[src/sv/crd_pkg.sv]
// ============================================================================
// crd_pkg
// Shared types, constants and the byte-wide CRC-32 step for the record decoder.
// ============================================================================
`default_nettype none

package crd_pkg;

    localparam int RECORD_BYTES    = 56;
    localparam int CHECKSUM_OFFSET = 52;
    localparam int POS_SATURATE    = 57;
    localparam int POS_W           = 6;

    localparam logic [31:0] CRC_POLY = 32'hEDB8_8320;
    localparam logic [31:0] CRC_INIT = 32'hFFFF_FFFF;

    localparam logic [7:0] MAX_STATE_RESET = 8'd3;

    typedef enum logic [2:0] {
        ST_OK        = 3'd0,
        ST_BAD_LEN   = 3'd1,
        ST_BAD_CRC   = 3'd2,
        ST_BAD_ID    = 3'd3,
        ST_BAD_STATE = 3'd4,
        ST_FLAGS     = 3'd5,
        ST_NONFINITE = 3'd6
    } status_t;

    // byte k of the record sits in element k (little-endian when flattened)
    typedef logic [RECORD_BYTES-1:0][7:0] record_t;

    typedef struct packed {
        status_t pre_status;
        record_t record;
    } entry_t;

    typedef struct packed {
        status_t     status;
        logic [63:0] card_id;
        logic [7:0]  card_state;
        logic [7:0]  review_step;
        logic [15:0] flag_bits;
        logic [63:0] due_time_ms;
        logic [63:0] last_review_ms;
        logic [31:0] stability_bits;
        logic [31:0] difficulty_bits;
        logic [31:0] repetitions;
        logic [31:0] lapse_count;
        logic [63:0] log_offset;
    } result_t;

    // queue handshake between front, queue and back
    typedef struct packed {
        logic full;
        logic valid;
    } q_stat_t;

    // reflected CRC-32, one byte
    function automatic logic [31:0] crc_byte(input logic [31:0] crc, input logic [7:0] b);
        logic [31:0] c;
        c = crc ^ {24'd0, b};
        for (int k = 0; k < 8; k++)
        begin
            c = c[0] ? ((c >> 1) ^ CRC_POLY) : (c >> 1);
        end
        return c;
    endfunction

endpackage

`default_nettype wire

[src/sv/crd_in_if.sv]
// ============================================================================
// crd_in_if
// Byte stream channel: one record byte and its last marker per transaction.
// ============================================================================
`default_nettype none

interface crd_in_if;
    logic       valid;
    logic       ready;
    logic [7:0] data_byte;
    logic       last_byte;

    modport source (output valid, output data_byte, output last_byte, input ready);
    modport sink   (input valid, input data_byte, input last_byte, output ready);
endinterface

`default_nettype wire

[src/sv/crd_out_if.sv]
// ============================================================================
// crd_out_if
// Result channel: status and unpacked record fields, one record per transaction.
// ============================================================================
`default_nettype none

interface crd_out_if;
    logic               valid;
    logic               ready;
    logic [2:0]         status;
    logic signed [63:0] card_id;
    logic [7:0]         card_state;
    logic [7:0]         review_step;
    logic [15:0]        flag_bits;
    logic signed [63:0] due_time_ms;
    logic signed [63:0] last_review_ms;
    logic [31:0]        stability_bits;
    logic [31:0]        difficulty_bits;
    logic [31:0]        repetitions;
    logic [31:0]        lapse_count;
    logic [63:0]        log_offset;

    modport source (
        output valid, input ready,
        output status, output card_id, output card_state, output review_step,
        output flag_bits, output due_time_ms, output last_review_ms,
        output stability_bits, output difficulty_bits, output repetitions,
        output lapse_count, output log_offset
    );
    modport sink (
        input valid, output ready,
        input status, input card_id, input card_state, input review_step,
        input flag_bits, input due_time_ms, input last_review_ms,
        input stability_bits, input difficulty_bits, input repetitions,
        input lapse_count, input log_offset
    );
endinterface

`default_nettype wire

[src/sv/crd_front.sv]
// ============================================================================
// crd_front
// Byte intake: position count, running CRC, record shift line, length and
// checksum classification; pushes one entry per closed record.
// ============================================================================
`default_nettype none

module crd_front
    import crd_pkg::*;
(
    input  wire logic    clk,
    input  wire logic    rst_n,
    crd_in_if.sink       byte_in,
    input  wire q_stat_t q_stat,
    output logic         push,
    output entry_t       push_entry
);

    logic [POS_W-1:0] pos_reg, pos_next;
    logic [31:0]      crc_reg, crc_next;
    record_t          rec_reg;
    record_t          rec_shift;
    logic             accept;
    logic [31:0]      stored_crc;
    status_t          len_crc_status;

    assign byte_in.ready = !q_stat.full;
    assign accept        = byte_in.valid && byte_in.ready;

    // shift line: after 56 shifts byte k sits in element k
    assign rec_shift = {byte_in.data_byte, rec_reg[RECORD_BYTES-1:1]};

    always_comb
    begin
        pos_next = pos_reg;
        crc_next = crc_reg;
        if (pos_reg < POS_W'(CHECKSUM_OFFSET))
        begin
            crc_next = crc_byte(crc_reg, byte_in.data_byte);
        end
        if (pos_reg < POS_W'(POS_SATURATE))
        begin
            pos_next = pos_reg + POS_W'(1);
        end
        if (byte_in.last_byte)
        begin
            pos_next = '0;
            crc_next = CRC_INIT;
        end
    end

    always_ff @(posedge clk or negedge rst_n)
    begin
        if (!rst_n)
        begin
            pos_reg <= '0;
            crc_reg <= CRC_INIT;
        end
        else if (accept)
        begin
            pos_reg <= pos_next;
            crc_reg <= crc_next;
        end
    end

    always_ff @(posedge clk)
    begin
        if (accept && (pos_reg < POS_W'(RECORD_BYTES)))
        begin
            rec_reg <= rec_shift;
        end
    end

    // stored checksum word, bytes 52..55; meaningful only at full length
    assign stored_crc = rec_shift[CHECKSUM_OFFSET+3:CHECKSUM_OFFSET];

    assign push       = accept && byte_in.last_byte;
    assign push_entry = {len_crc_status, rec_shift};

    always_comb
    begin
        if (pos_reg != POS_W'(RECORD_BYTES - 1))
        begin
            len_crc_status = ST_BAD_LEN;
        end
        else if (stored_crc != ~crc_reg)
        begin
            len_crc_status = ST_BAD_CRC;
        end
        else
        begin
            len_crc_status = ST_OK;
        end
    end

endmodule

`default_nettype wire

[src/sv/crd_queue.sv]
// ============================================================================
// crd_queue
// Small FIFO of closed records between intake and field checking.
// ============================================================================
`default_nettype none

module crd_queue
    import crd_pkg::*;
#(
    parameter int DEPTH = 2
)
(
    input  wire logic   clk,
    input  wire logic   rst_n,
    input  wire logic   push,
    input  wire entry_t push_entry,
    input  wire logic   pop,
    output q_stat_t     q_stat,
    output entry_t      head
);

    localparam int PTR_W = (DEPTH > 1) ? $clog2(DEPTH) : 1;
    localparam int CNT_W = $clog2(DEPTH + 1);

    entry_t           mem [DEPTH];
    logic [PTR_W-1:0] wr_ptr_reg, rd_ptr_reg;
    logic [CNT_W-1:0] count_reg;
    logic             do_push, do_pop;

    assign q_stat.full  = (count_reg == CNT_W'(DEPTH));
    assign q_stat.valid = (count_reg != '0);
    assign do_push      = push && !q_stat.full;
    assign do_pop       = pop && q_stat.valid;
    assign head         = mem[rd_ptr_reg];

    always_ff @(posedge clk)
    begin
        if (do_push)
        begin
            mem[wr_ptr_reg] <= push_entry;
        end
    end

    always_ff @(posedge clk or negedge rst_n)
    begin
        if (!rst_n)
        begin
            wr_ptr_reg <= '0;
            rd_ptr_reg <= '0;
            count_reg  <= '0;
        end
        else
        begin
            if (do_push)
            begin
                wr_ptr_reg <= (wr_ptr_reg == PTR_W'(DEPTH - 1)) ? '0 : wr_ptr_reg + PTR_W'(1);
            end
            if (do_pop)
            begin
                rd_ptr_reg <= (rd_ptr_reg == PTR_W'(DEPTH - 1)) ? '0 : rd_ptr_reg + PTR_W'(1);
            end
            if (do_push && !do_pop)
            begin
                count_reg <= count_reg + CNT_W'(1);
            end
            else if (do_pop && !do_push)
            begin
                count_reg <= count_reg - CNT_W'(1);
            end
        end
    end

endmodule

`default_nettype wire

[src/sv/crd_back.sv]
// ============================================================================
// crd_back
// Field checks and unpacking of a queued record into the result register.
// ============================================================================
`default_nettype none

module crd_back
    import crd_pkg::*;
(
    input  wire logic       clk,
    input  wire logic       rst_n,
    input  wire logic [7:0] max_state,
    input  wire q_stat_t    q_stat,
    input  wire entry_t     head,
    output logic            pop,
    crd_out_if.source       result_out
);

    logic        out_valid_reg;
    result_t     res_reg, res_next;
    record_t     rec;
    logic [63:0] id;
    logic [7:0]  st;
    logic [15:0] fl;
    logic [31:0] stab, diff;
    status_t     status;

    assign rec  = head.record;
    assign id   = rec[7:0];
    assign st   = rec[8];
    assign fl   = rec[11:10];
    assign stab = rec[31:28];
    assign diff = rec[35:32];

    always_comb
    begin
        if (head.pre_status != ST_OK)
        begin
            status = head.pre_status;
        end
        else if ((id == 64'd0) || id[63])
        begin
            status = ST_BAD_ID;
        end
        else if (st > max_state)
        begin
            status = ST_BAD_STATE;
        end
        else if (fl != 16'd0)
        begin
            status = ST_FLAGS;
        end
        else if ((stab[30:23] == 8'hFF) || (diff[30:23] == 8'hFF))
        begin
            status = ST_NONFINITE;
        end
        else
        begin
            status = ST_OK;
        end
    end

    always_comb
    begin
        res_next        = '0;
        res_next.status = status;
        if (status == ST_OK)
        begin
            res_next.card_id         = id;
            res_next.card_state      = st;
            res_next.review_step     = rec[9];
            res_next.flag_bits       = fl;
            res_next.due_time_ms     = rec[19:12];
            res_next.last_review_ms  = rec[27:20];
            res_next.stability_bits  = stab;
            res_next.difficulty_bits = diff;
            res_next.repetitions     = rec[39:36];
            res_next.lapse_count     = rec[43:40];
            res_next.log_offset      = rec[51:44];
        end
    end

    assign pop = q_stat.valid && (!out_valid_reg || result_out.ready);

    always_ff @(posedge clk or negedge rst_n)
    begin
        if (!rst_n)
        begin
            out_valid_reg <= 1'b0;
        end
        else if (!out_valid_reg || result_out.ready)
        begin
            out_valid_reg <= q_stat.valid;
        end
    end

    always_ff @(posedge clk)
    begin
        if (pop)
        begin
            res_reg <= res_next;
        end
    end

    assign result_out.valid           = out_valid_reg;
    assign result_out.status          = res_reg.status;
    assign result_out.card_id         = $signed(res_reg.card_id);
    assign result_out.card_state      = res_reg.card_state;
    assign result_out.review_step     = res_reg.review_step;
    assign result_out.flag_bits       = res_reg.flag_bits;
    assign result_out.due_time_ms     = $signed(res_reg.due_time_ms);
    assign result_out.last_review_ms  = $signed(res_reg.last_review_ms);
    assign result_out.stability_bits  = res_reg.stability_bits;
    assign result_out.difficulty_bits = res_reg.difficulty_bits;
    assign result_out.repetitions     = res_reg.repetitions;
    assign result_out.lapse_count     = res_reg.lapse_count;
    assign result_out.log_offset      = res_reg.log_offset;

endmodule

`default_nettype wire

[src/sv/checked_record_decoder.sv]
// The record of the last byte goes into the FIFO, then into the output register.
// Throughput: one byte per cycle while the FIFO is not full; one result per record.
// The record FIFO (QUEUE_DEPTH entries) lets intake run on while results stall.
// Reset (rst_n, async, active low): position and CRC cleared, FIFO empty,
// result valid low, max_state back to 3. The record bytes are not cleared.
// ============================================================================
// checked_record_decoder
// CRC-32 checked 56-byte record decoder with status and field unpacking.
// ============================================================================
`default_nettype none

module checked_record_decoder
    import crd_pkg::*;
#(
    parameter int QUEUE_DEPTH = 2
)
(
    input  wire logic       clk,
    input  wire logic       rst_n,
    input  wire logic       cfg_we,
    input  wire logic [7:0] cfg_wdata,
    crd_in_if.sink          byte_in,
    crd_out_if.source       result_out
);

    // max_state register: largest state code that passes the check
    logic [7:0] max_state_reg;

    // front -> queue -> back
    logic    push;
    entry_t  push_entry;
    logic    pop;
    q_stat_t q_stat;
    entry_t  head;

    always_ff @(posedge clk or negedge rst_n)
    begin
        if (!rst_n)
        begin
            max_state_reg <= MAX_STATE_RESET;
        end
        else if (cfg_we)
        begin
            max_state_reg <= cfg_wdata;
        end
    end

    // Front: a byte advances the saturating position, folds bytes 0..51 into the CRC
    // and shifts bytes 0..55 into the line. The last byte closes the record; length
    // and CRC are judged right there and the whole record is queued with that verdict.
    crd_front u_front (
        .clk        (clk),
        .rst_n      (rst_n),
        .byte_in    (byte_in),
        .q_stat     (q_stat),
        .push       (push),
        .push_entry (push_entry)
    );

    // Queue holds full record copies, so the shift line is free to take
    // the next record while an earlier result waits downstream.
    crd_queue #(
        .DEPTH (QUEUE_DEPTH)
    ) u_queue (
        .clk        (clk),
        .rst_n      (rst_n),
        .push       (push),
        .push_entry (push_entry),
        .pop        (pop),
        .q_stat     (q_stat),
        .head       (head)
    );

    // Back: id/state/flags/float checks in priority order, fields zeroed on
    // any failure, result held in the output register until taken.
    crd_back u_back (
        .clk        (clk),
        .rst_n      (rst_n),
        .max_state  (max_state_reg),
        .q_stat     (q_stat),
        .head       (head),
        .pop        (pop),
        .result_out (result_out)
    );

endmodule

`default_nettype wire

[src/flat_wrapper.sv]
// flat-port wrapper written by rule: the top's interface ports become plain ports
module checked_record_decoder_flat import crd_pkg::*;
#(
    parameter int QUEUE_DEPTH = 2
)
  (clk, rst_n, cfg_we, cfg_wdata, byte_in_valid, byte_in_data_byte, byte_in_last_byte, byte_in_ready, result_out_valid, result_out_ready, result_out_status, result_out_card_id, result_out_card_state, result_out_review_step, result_out_flag_bits, result_out_due_time_ms, result_out_last_review_ms, result_out_stability_bits, result_out_difficulty_bits, result_out_repetitions, result_out_lapse_count, result_out_log_offset);
  crd_in_if byte_in_i ();
  crd_out_if result_out_i ();
  input  wire logic clk;
  input  wire logic rst_n;
  input  wire logic cfg_we;
  input  wire logic [7:0] cfg_wdata;
  input wire logic [$bits(byte_in_i.valid)-1:0] byte_in_valid;
  input wire logic [$bits(byte_in_i.data_byte)-1:0] byte_in_data_byte;
  input wire logic [$bits(byte_in_i.last_byte)-1:0] byte_in_last_byte;
  output wire logic [$bits(byte_in_i.ready)-1:0] byte_in_ready;
  output wire logic [$bits(result_out_i.valid)-1:0] result_out_valid;
  input wire logic [$bits(result_out_i.ready)-1:0] result_out_ready;
  output wire logic [$bits(result_out_i.status)-1:0] result_out_status;
  output wire logic [$bits(result_out_i.card_id)-1:0] result_out_card_id;
  output wire logic [$bits(result_out_i.card_state)-1:0] result_out_card_state;
  output wire logic [$bits(result_out_i.review_step)-1:0] result_out_review_step;
  output wire logic [$bits(result_out_i.flag_bits)-1:0] result_out_flag_bits;
  output wire logic [$bits(result_out_i.due_time_ms)-1:0] result_out_due_time_ms;
  output wire logic [$bits(result_out_i.last_review_ms)-1:0] result_out_last_review_ms;
  output wire logic [$bits(result_out_i.stability_bits)-1:0] result_out_stability_bits;
  output wire logic [$bits(result_out_i.difficulty_bits)-1:0] result_out_difficulty_bits;
  output wire logic [$bits(result_out_i.repetitions)-1:0] result_out_repetitions;
  output wire logic [$bits(result_out_i.lapse_count)-1:0] result_out_lapse_count;
  output wire logic [$bits(result_out_i.log_offset)-1:0] result_out_log_offset;
  assign byte_in_i.valid = byte_in_valid;
  assign byte_in_i.data_byte = byte_in_data_byte;
  assign byte_in_i.last_byte = byte_in_last_byte;
  assign byte_in_ready = byte_in_i.ready;
  assign result_out_valid = result_out_i.valid;
  assign result_out_i.ready = result_out_ready;
  assign result_out_status = result_out_i.status;
  assign result_out_card_id = result_out_i.card_id;
  assign result_out_card_state = result_out_i.card_state;
  assign result_out_review_step = result_out_i.review_step;
  assign result_out_flag_bits = result_out_i.flag_bits;
  assign result_out_due_time_ms = result_out_i.due_time_ms;
  assign result_out_last_review_ms = result_out_i.last_review_ms;
  assign result_out_stability_bits = result_out_i.stability_bits;
  assign result_out_difficulty_bits = result_out_i.difficulty_bits;
  assign result_out_repetitions = result_out_i.repetitions;
  assign result_out_lapse_count = result_out_i.lapse_count;
  assign result_out_log_offset = result_out_i.log_offset;
  checked_record_decoder #(.QUEUE_DEPTH(QUEUE_DEPTH)) u_core (.clk(clk), .rst_n(rst_n), .cfg_we(cfg_we), .cfg_wdata(cfg_wdata), .byte_in(byte_in_i), .result_out(result_out_i));
endmodule
[config.mk]
export PLATFORM = sky130hd
export DESIGN_NAME = checked_record_decoder_flat
export DESIGN_NICKNAME = d
export VERILOG_FILES = /design/src/sv/crd_pkg.sv /design/src/sv/crd_in_if.sv /design/src/sv/crd_out_if.sv /design/src/sv/crd_front.sv /design/src/sv/crd_queue.sv /design/src/sv/crd_back.sv /design/src/sv/checked_record_decoder.sv /design/src/flat_wrapper.sv
export SDC_FILE = /design/constraint.sdc
export NUM_CORES = 1
export LEC_CHECK = 0
export ABC_AREA = 1
export BUFFER_PORTS_ARGS = -buffer_cell sky130_fd_sc_hd__buf_2
export CAP_MARGIN = 5
export CORE_MARGIN = 2
export CORE_UTILIZATION = 25
export CTS_CLUSTER_DIAMETER = 120
export DETAILED_ROUTE_END_ITERATION = 8
export PLACE_DENSITY = 0.48
export SYNTH_ARGS = -nofsm -noshare
export SYNTH_HDL_FRONTEND = slang
export SYNTH_SLANG_ARGS = --single-unit
[constraint.sdc]
create_clock -name clk -period 28 [get_ports clk]
set_input_delay 5.6 -clock clk [delete_from_list [all_inputs] [get_ports clk]]
set_output_delay 5.6 -clock clk [all_outputs]
set_load 0.05 [all_outputs]
==> flow_summary.json, run 1 <==
{
  "outcome": "completed",
  "worstPathRequired_ps": 28450,
  "synth-async-reset-ratio": 0.0292,
  "synthFlopType": "sky130_fd_sc_hd__edfxtp_1",
  "drv.max_cap_violation_count": 0,
  "timing.setup.tns_ps": 0,
  "route.detailed.drc": 0,
  "numPortBuffers": 442,
  "syn2layout_area_growth_pct": 19.9,
  "num_vias": 30400,
  "worst_path_dominant_cell_family": "buffers and inverters",
  "criticalPathCategory": "primary input to flop",
  "critical_path.max_stage_delay_ps": 830,
  "critical_path_arrival_ps": 10130,
  "antenna_violating_nets_post_route": 0,
  "synth_area_um2": 63600,
  "ys_types": 37,
  "clkTransAtPathRegs_ps": 60,
  "core_um2": 253000,
  "cts.repair.resized": 0,
  "syn-mean-instance-area_um2": 18.0,
  "synth_enable_flop_cells": 1695,
  "top_register": "u_core.u_queue.mem",
  "grt_max_degree": 143,
  "synth-seq-cells": 1746,
  "relSlewSlack": 0.249,
  "post_synth_inst_count": 3541,
  "dpl.cell_count": 7258,
  "cts.sink_count": 1746,
  "fin_crit_sh": 0.346,
  "htree_levels": 4,
  "grt_setup_unrepaired": "false",
  "type_of_the_tightest_min_delay_check": "flop to flop",
  "final_hold_viol_count": 0,
  "fp.dieW_um": 508,
  "postCtsSetupRepairBufs": 0,
  "critical_path.endpoint_type": "flop",
  "final.setup.worst_slack_ps": 18310,
  "max_transition_viols_final": 0,
  "start_util": 0.251,
  "setup_violations": 0,
  "largest_reg_flops": 836,
  "io-pin-count": 443,
  "regArea_um2": 52200,
  "grt_pass1_wl_mm": 208,
  "cts.hold.buffers_added": 0,
  "vias_per_cell": 3.99,
  "fillerInstances": 25000,
  "ys.warnings.count": 0,
  "dr.pass1.iters": 5,
  "critical_path_s_slowest_cell": "sky130_fd_sc_hd__buf_4",
  "layout.nets": 4114,
  "critPathMaxFanout": 61,
  "routed_wirelength_mm": 144,
  "cts.path.max_buffers": 3,
  "worst_setup_path_start_kind": "primary input",
  "floorplan.die_area_um2": 258000,
  "place_congestion": 0.782,
  "synth_seq_area_share": 0.821,
  "grtUsageTotal": 0.109,
  "worstMarginPinSlew_ps": 1130,
  "finish.cell_count_without_fillers": 7613,
  "ctsRootBufferMaster": "sky130_fd_sc_hd__clkbuf_16",
  "critical_path_buf_inv_count": 6,
  "rows": 185,
  "finClkSkew_ps": 71.7,
  "dieHeight_um": 508,
  "number_of_buffers_created_by_cts": 187,
  "worst_setup_timing_slack_at_the_placement_stage_ps": 17340,
  "global_route.overflow_total": 0,
  "critical_path.most_common_cell": "sky130_fd_sc_hd__buf_4",
  "fin_crit_ps": 9690,
  "achievable-frequency_ghz": 0.103,
  "multiInputGateArea_um2": 9870,
  "first_global_vias": 30000,
  "cts_tree": "done",
  "drive_above_1_share": 0.245,
  "first_iter_violations": 2432,
  "pd_cells_nw_per_um2": 117,
  "clkLatencyLatePin_ps": 850,
  "static-leakage-power_nw": 27.3,
  "power.ir.vdd_worst_uv": 117,
  "worst_path_cell_trace": "buf_2, nand2_1, nor2_1, inv_1, nor2_4, buf_4, buf_4, buf_4, buf_4",
  "antenna_found_initial": 8,
  "dpl.hpwl_mm": 90.5,
  "average_wire_per_standard_cell_um": 19.0
}
-- synth_stat cells, types with 2 or more instances --
library cell	n	area, µm²
sky130_fd_sc_hd__xor2_1	82	718
sky130_fd_sc_hd__ha_1	11	138
sky130_fd_sc_hd__inv_2	3	11.3
sky130_fd_sc_hd__nor3_1	199	996
sky130_fd_sc_hd__o21a_1	2	15.0
sky130_fd_sc_hd__or2_2	9	56.3
sky130_fd_sc_hd__nand4_1	17	106
sky130_fd_sc_hd__o21ai_0	34	170
sky130_fd_sc_hd__nor3_2	200	2000
sky130_fd_sc_hd__buf_2	70	350
sky130_fd_sc_hd__dfstp_2	34	893
sky130_fd_sc_hd__o22ai_1	20	125
sky130_fd_sc_hd__edfxtp_1	1695	50900
sky130_fd_sc_hd__a21oi_1	24	120
sky130_fd_sc_hd__nand2_1	407	1530
sky130_fd_sc_hd__a211oi_1	2	15.0
sky130_fd_sc_hd__buf_1	5	18.8
sky130_fd_sc_hd__mux2i_1	315	3150
sky130_fd_sc_hd__o21bai_1	2	15.0
sky130_fd_sc_hd__clkbuf_1	49	184
sky130_fd_sc_hd__nand3_1	9	45.0
sky130_fd_sc_hd__nor2_1	85	319
sky130_fd_sc_hd__dfrtp_1	17	425
sky130_fd_sc_hd__xnor2_1	16	140
sky130_fd_sc_hd__buf_4	6	45.0
sky130_fd_sc_hd__o21ai_1	5	25.0
sky130_fd_sc_hd__nor4_1	2	12.5
sky130_fd_sc_hd__inv_1	188	706
sky130_fd_sc_hd__buf_6	25	282
-- cells in the final DEF (no fill, tap or decap), types with 9 or more instances in the layout --
master	Yosys	final
sky130_fd_sc_hd__xor2_1	82	82
sky130_fd_sc_hd__inv_1	188	188
sky130_fd_sc_hd__nor3_1	199	199
sky130_fd_sc_hd__buf_2	70	442
sky130_fd_sc_hd__dfrtp_1	17	16
sky130_fd_sc_hd__xnor2_1	16	16
sky130_fd_sc_hd__nand2_1	407	406
sky130_fd_sc_hd__nor3_2	200	200
sky130_fd_sc_hd__or2_2	9	9
sky130_fd_sc_hd__mux2i_1	315	315
sky130_fd_sc_hd__a21oi_1	24	21
sky130_fd_sc_hd__clkinv_1	1	41
sky130_fd_sc_hd__edfxtp_1	1695	1695
sky130_fd_sc_hd__bufinv_16	0	29
sky130_fd_sc_hd__conb_1	1	17
sky130_fd_sc_hd__nor2_1	85	83
sky130_fd_sc_hd__clkbuf_16	0	188
sky130_fd_sc_hd__buf_4	6	43
sky130_fd_sc_hd__ha_1	11	11
sky130_fd_sc_hd__clkbuf_1	49	19
sky130_fd_sc_hd__clkinv_2	0	37
sky130_fd_sc_hd__clkinvlp_4	0	12
sky130_fd_sc_hd__dfstp_2	34	34
sky130_fd_sc_hd__nand4_1	17	17
sky130_fd_sc_hd__o21ai_0	34	34
sky130_fd_sc_hd__o22ai_1	20	20
-- power breakdown --
part / internal (mW) / leakage (nW) / switching (mW)
clock network: 1.51 / 3.15 / 1.06
logic: 0.469 / 7.87 / 1.83
registers: 3.70 / 16.3 / 0.321
-- final timing paths --
path / startpoint / cells after the start / endpoint / slack (ps)
max: byte_in_valid / 9 / u_core.u_queue.mem[0][80] / 18310
min: u_core.u_front.push_entry[123] / 0 / u_core.u_queue.mem[0][123] / 420
max reg2reg: u_core.u_queue.rd_ptr_reg / 21 / u_core.u_back.result_out.lapse_count[30] / 20720
min reg2reg: u_core.u_front.push_entry[123] / 0 / u_core.u_queue.mem[0][123] / 420
max in group asynchronous: rst_n / 2 / u_core.u_queue.rd_ptr_reg / 22240
min in group asynchronous: rst_n / 2 / u_core.u_front.pos_reg[2] / 5040
-- layer usage --
| metal | wire [µm] | share of wire | vias up | track usage |
|---|---|---|---|---|
| met2 | 65100 | 0.45 | 824 | 0.165 |
| met3 | 7560 | 0.052 | 189 | 0.0218 |
| met5 | 0 | 0 | - | 0 |
| li1 | - | - | 14200 | - |
| met4 | 2760 | 0.019 | 0 | 0.0291 |
| met1 | 69000 | 0.48 | 15200 | 0.157 |
-- logic make-up after synthesis --
logic type / count (synthesis) / share of synthesized area
AO/OA/AOI/OAI: 92 / 0.00799
buffers and inverters: 348 / 0.0253
adder cells (fa/ha/maj): 11 / 0.00216
AND/OR/NAND/NOR: 928 / 0.0797
XOR/XNOR: 99 / 0.0138
flip-flops: 1746 / 0.821
other: 1 / 0.0000590
multiplexers: 316 / 0.0498
-- metrics by stage --
| stage | hold WS (ps) | total power [mW] | cell area [µm²] | util |
|---|---|---|---|---|
| after CTS | 402 | 9.04 | 76200 | 0.301 |
| after detailed placement | 436 | 6.42 | 69700 | 0.275 |
| after global placement | 425 | 6.42 | 69700 | 0.275 |
| final | 425 | 8.89 | 76200 | 0.301 |
| after global routing | 430 | 9.29 | 76200 | 0.301 |
| after floorplan | 421 | 5.95 | 63600 | - |
-- area by class of cell --
| type | count | area share |
|---|---|---|
| clock inverters | 144 | 0.0230 |
| multi-input cells | 1463 | 0.130 |
| diodes | 4 | 0.000131 |
| repair buffers | 490 | 0.0346 |
| flip-flops and latches | 1746 | 0.685 |
| clock buffers | 207 | 0.0627 |
| well taps | 3366 | 0.0553 |
| inverters | 193 | 0.00954 |
(Power assumes the default switching activity.)
==> run 2: changes to the inputs <==
Clock period 28 ns to 9.7 ns, I/O delays scaled along.
==> run 2 against run 1 <==
Critical path type is now flop to flop. Largest power group unchanged. Sequential cell count did not move. Critical path depth up 8. First-iteration DRC count fell by 5.5%. Wire length rose by 3.6%. Critical endpoint is now u_core.u_back.result_out.log_offset[27]. Core utilization decreased by 0.084 points.
==> flow_summary.json, run 2 (synthesis results as in run 1) <==
{
  "outcome": "completed",
  "drv.max_cap_violation_count": 0,
  "relSlewSlack": 0.230,
  "max_transition_viols_final": 0,
  "layout.nets": 4118,
  "critical_path_arrival_ps": 6470,
  "clkTransAtPathRegs_ps": 60,
  "final_hold_viol_count": 0,
  "number_of_buffers_created_by_cts": 192,
  "power.ir.vdd_worst_uv": 263,
  "finClkSkew_ps": 42.5,
  "io-pin-count": 443,
  "first_global_vias": 30900,
  "postCtsSetupRepairBufs": 0,
  "fp.dieW_um": 508,
  "place_congestion": 0.763,
  "fin_crit_ps": 5950,
  "criticalPathCategory": "flop to flop",
  "critPathMaxFanout": 72,
  "cts.hold.buffers_added": 0,
  "fin_crit_sh": 0.614,
  "antenna_violating_nets_post_route": 0,
  "cts.sink_count": 1746,
  "setup_violations": 0,
  "worstPathRequired_ps": 10210,
  "global_route.overflow_total": 0,
  "dpl.cell_count": 7257,
  "first_iter_violations": 2299,
  "route.detailed.drc": 0,
  "cts_tree": "done",
  "critical_path.endpoint_type": "flop",
  "drive_above_1_share": 0.240,
  "achievable-frequency_ghz": 0.168,
  "num_vias": 30700,
  "clkLatencyLatePin_ps": 830,
  "worstMarginPinSlew_ps": 1150,
  "postLayoutCoreUtil": 0.300,
  "numPortBuffers": 442,
  "dpl.hpwl_mm": 90.6,
  "grt_pass1_wl_mm": 216,
  "grtUsageTotal": 0.113,
  "cts.path.max_buffers": 3,
  "ctsRootBufferMaster": "sky130_fd_sc_hd__clkbuf_16",
  "antenna_found_initial": 15,
  "routed_wirelength_mm": 149,
  "average_wire_per_standard_cell_um": 19.7,
  "syn2layout_area_growth_pct": 19.5,
  "dieHeight_um": 508,
  "largest_reg_flops": 836,
  "start_util": 0.251,
  "dr.pass1.iters": 5,
  "type_of_the_tightest_min_delay_check": "flop to flop",
  "grt_max_degree": 137,
  "vias_per_cell": 4.03,
  "static-leakage-power_nw": 27.2,
  "worst_setup_path_start_kind": "flop",
  "floorplan.die_area_um2": 258000,
  "finish.cell_count_without_fillers": 7607,
  "cts.repair.resized": 0,
  "top_register": "u_core.u_queue.mem",
  "layout_common_cells": "sky130_fd_sc_hd__edfxtp_1 (1,695), sky130_fd_sc_hd__buf_2 (442), sky130_fd_sc_hd__nand2_1 (405)",
  "htree_levels": 4,
  "grt_setup_unrepaired": "false",
  "core_um2": 253000,
  "pd_cells_nw_per_um2": 335,
  "leading_cell_type_in_the_layout_fill_and_taps_excluded": "sky130_fd_sc_hd__edfxtp_1",
  "rows": 185
}
## run 2: per-stage QoR
step / setup WS [ps] / TNS (ps) / total power [mW] / hold WS (ps) / area [µm²]
detailed placement: 3640 / 0 / 18.7 / 435 / 69800
global route: 3220 / 0 / 26.7 / 455 / 76000
CTS: 3570 / 0 / 26.0 / 433 / 76000
floorplan: -4100 / -3431790 / 16.8 / 421 / 63700
global placement: 3640 / 0 / 18.7 / 425 / 69800
finish: 3750 / 0 / 25.5 / 428 / 76000
## run 2: routing by layer
metal / up-vias / share of wire / global-route usage / routed length (µm)
met5: - / 0 / 0 / 0
met4: 0 / 0.020 / 0.0290 / 2960
li1: 14200 / - / - / -
met1: 15500 / 0.47 / 0.157 / 69800
met3: 213 / 0.058 / 0.0287 / 8660
met2: 758 / 0.46 / 0.175 / 68100
## run 2: final timing paths
kind,slack (ps),depth (start not counted),start,to
max,3750,17,u_core.u_queue.rd_ptr_reg,u_core.u_back.result_out.log_offset[27]
min,430,0,u_core.u_front.push_entry[2],u_core.u_queue.mem[0][2]
max reg2reg,3750,17,u_core.u_queue.rd_ptr_reg,u_core.u_back.result_out.log_offset[27]
min reg2reg,430,0,u_core.u_front.push_entry[2],u_core.u_queue.mem[0][2]
max in group asynchronous,7650,2,rst_n,u_core.u_queue.rd_ptr_reg
min in group asynchronous,1340,2,rst_n,u_core.u_queue.count_reg[1]
## run 2: critical path: stages (launching register included)
cell	delay [ps]
sky130_fd_sc_hd__dfrtp_4	980
sky130_fd_sc_hd__buf_4	680
sky130_fd_sc_hd__buf_4	640
sky130_fd_sc_hd__o21ai_0	270
sky130_fd_sc_hd__inv_1	100
sky130_fd_sc_hd__ha_1	240
sky130_fd_sc_hd__a21oi_1	160
sky130_fd_sc_hd__nand2_1	80
sky130_fd_sc_hd__nand2_1	60
sky130_fd_sc_hd__nand2_1	50
sky130_fd_sc_hd__nand2_1	90
sky130_fd_sc_hd__o21ai_1	80
sky130_fd_sc_hd__nand3_1	80
sky130_fd_sc_hd__nand2_1	100
sky130_fd_sc_hd__nand3_4	250
sky130_fd_sc_hd__buf_4	620
sky130_fd_sc_hd__buf_4	750
sky130_fd_sc_hd__nor3_1	120
## run 2: power breakdown
| group | internal [mW] | leakage [nW] | switching (mW) | total [mW] |
|---|---|---|---|---|
| sequential | 10.7 | 16.3 | 0.970 | 11.6 |
| clock | 4.07 | 3.01 | 3.07 | 7.13 |
| combinational | 1.40 | 7.90 | 5.33 | 6.72 |
| total | 16.1 | 27.2 | 9.36 | 25.5 |
## run 2: cell type report
| class | instances | area [µm²] |
|---|---|---|
| tap | 3366 | 4210 |
| clock inverter | 119 | 1220 |
| fill | 25000 | 177000 |
| antenna | 4 | 10.0 |
| timing repair buffer | 489 | 2750 |
| multi-input combinational | 1463 | 9880 |
| sequential | 1746 | 52200 |
| clock buffer | 227 | 4980 |
| inverter | 193 | 727 |
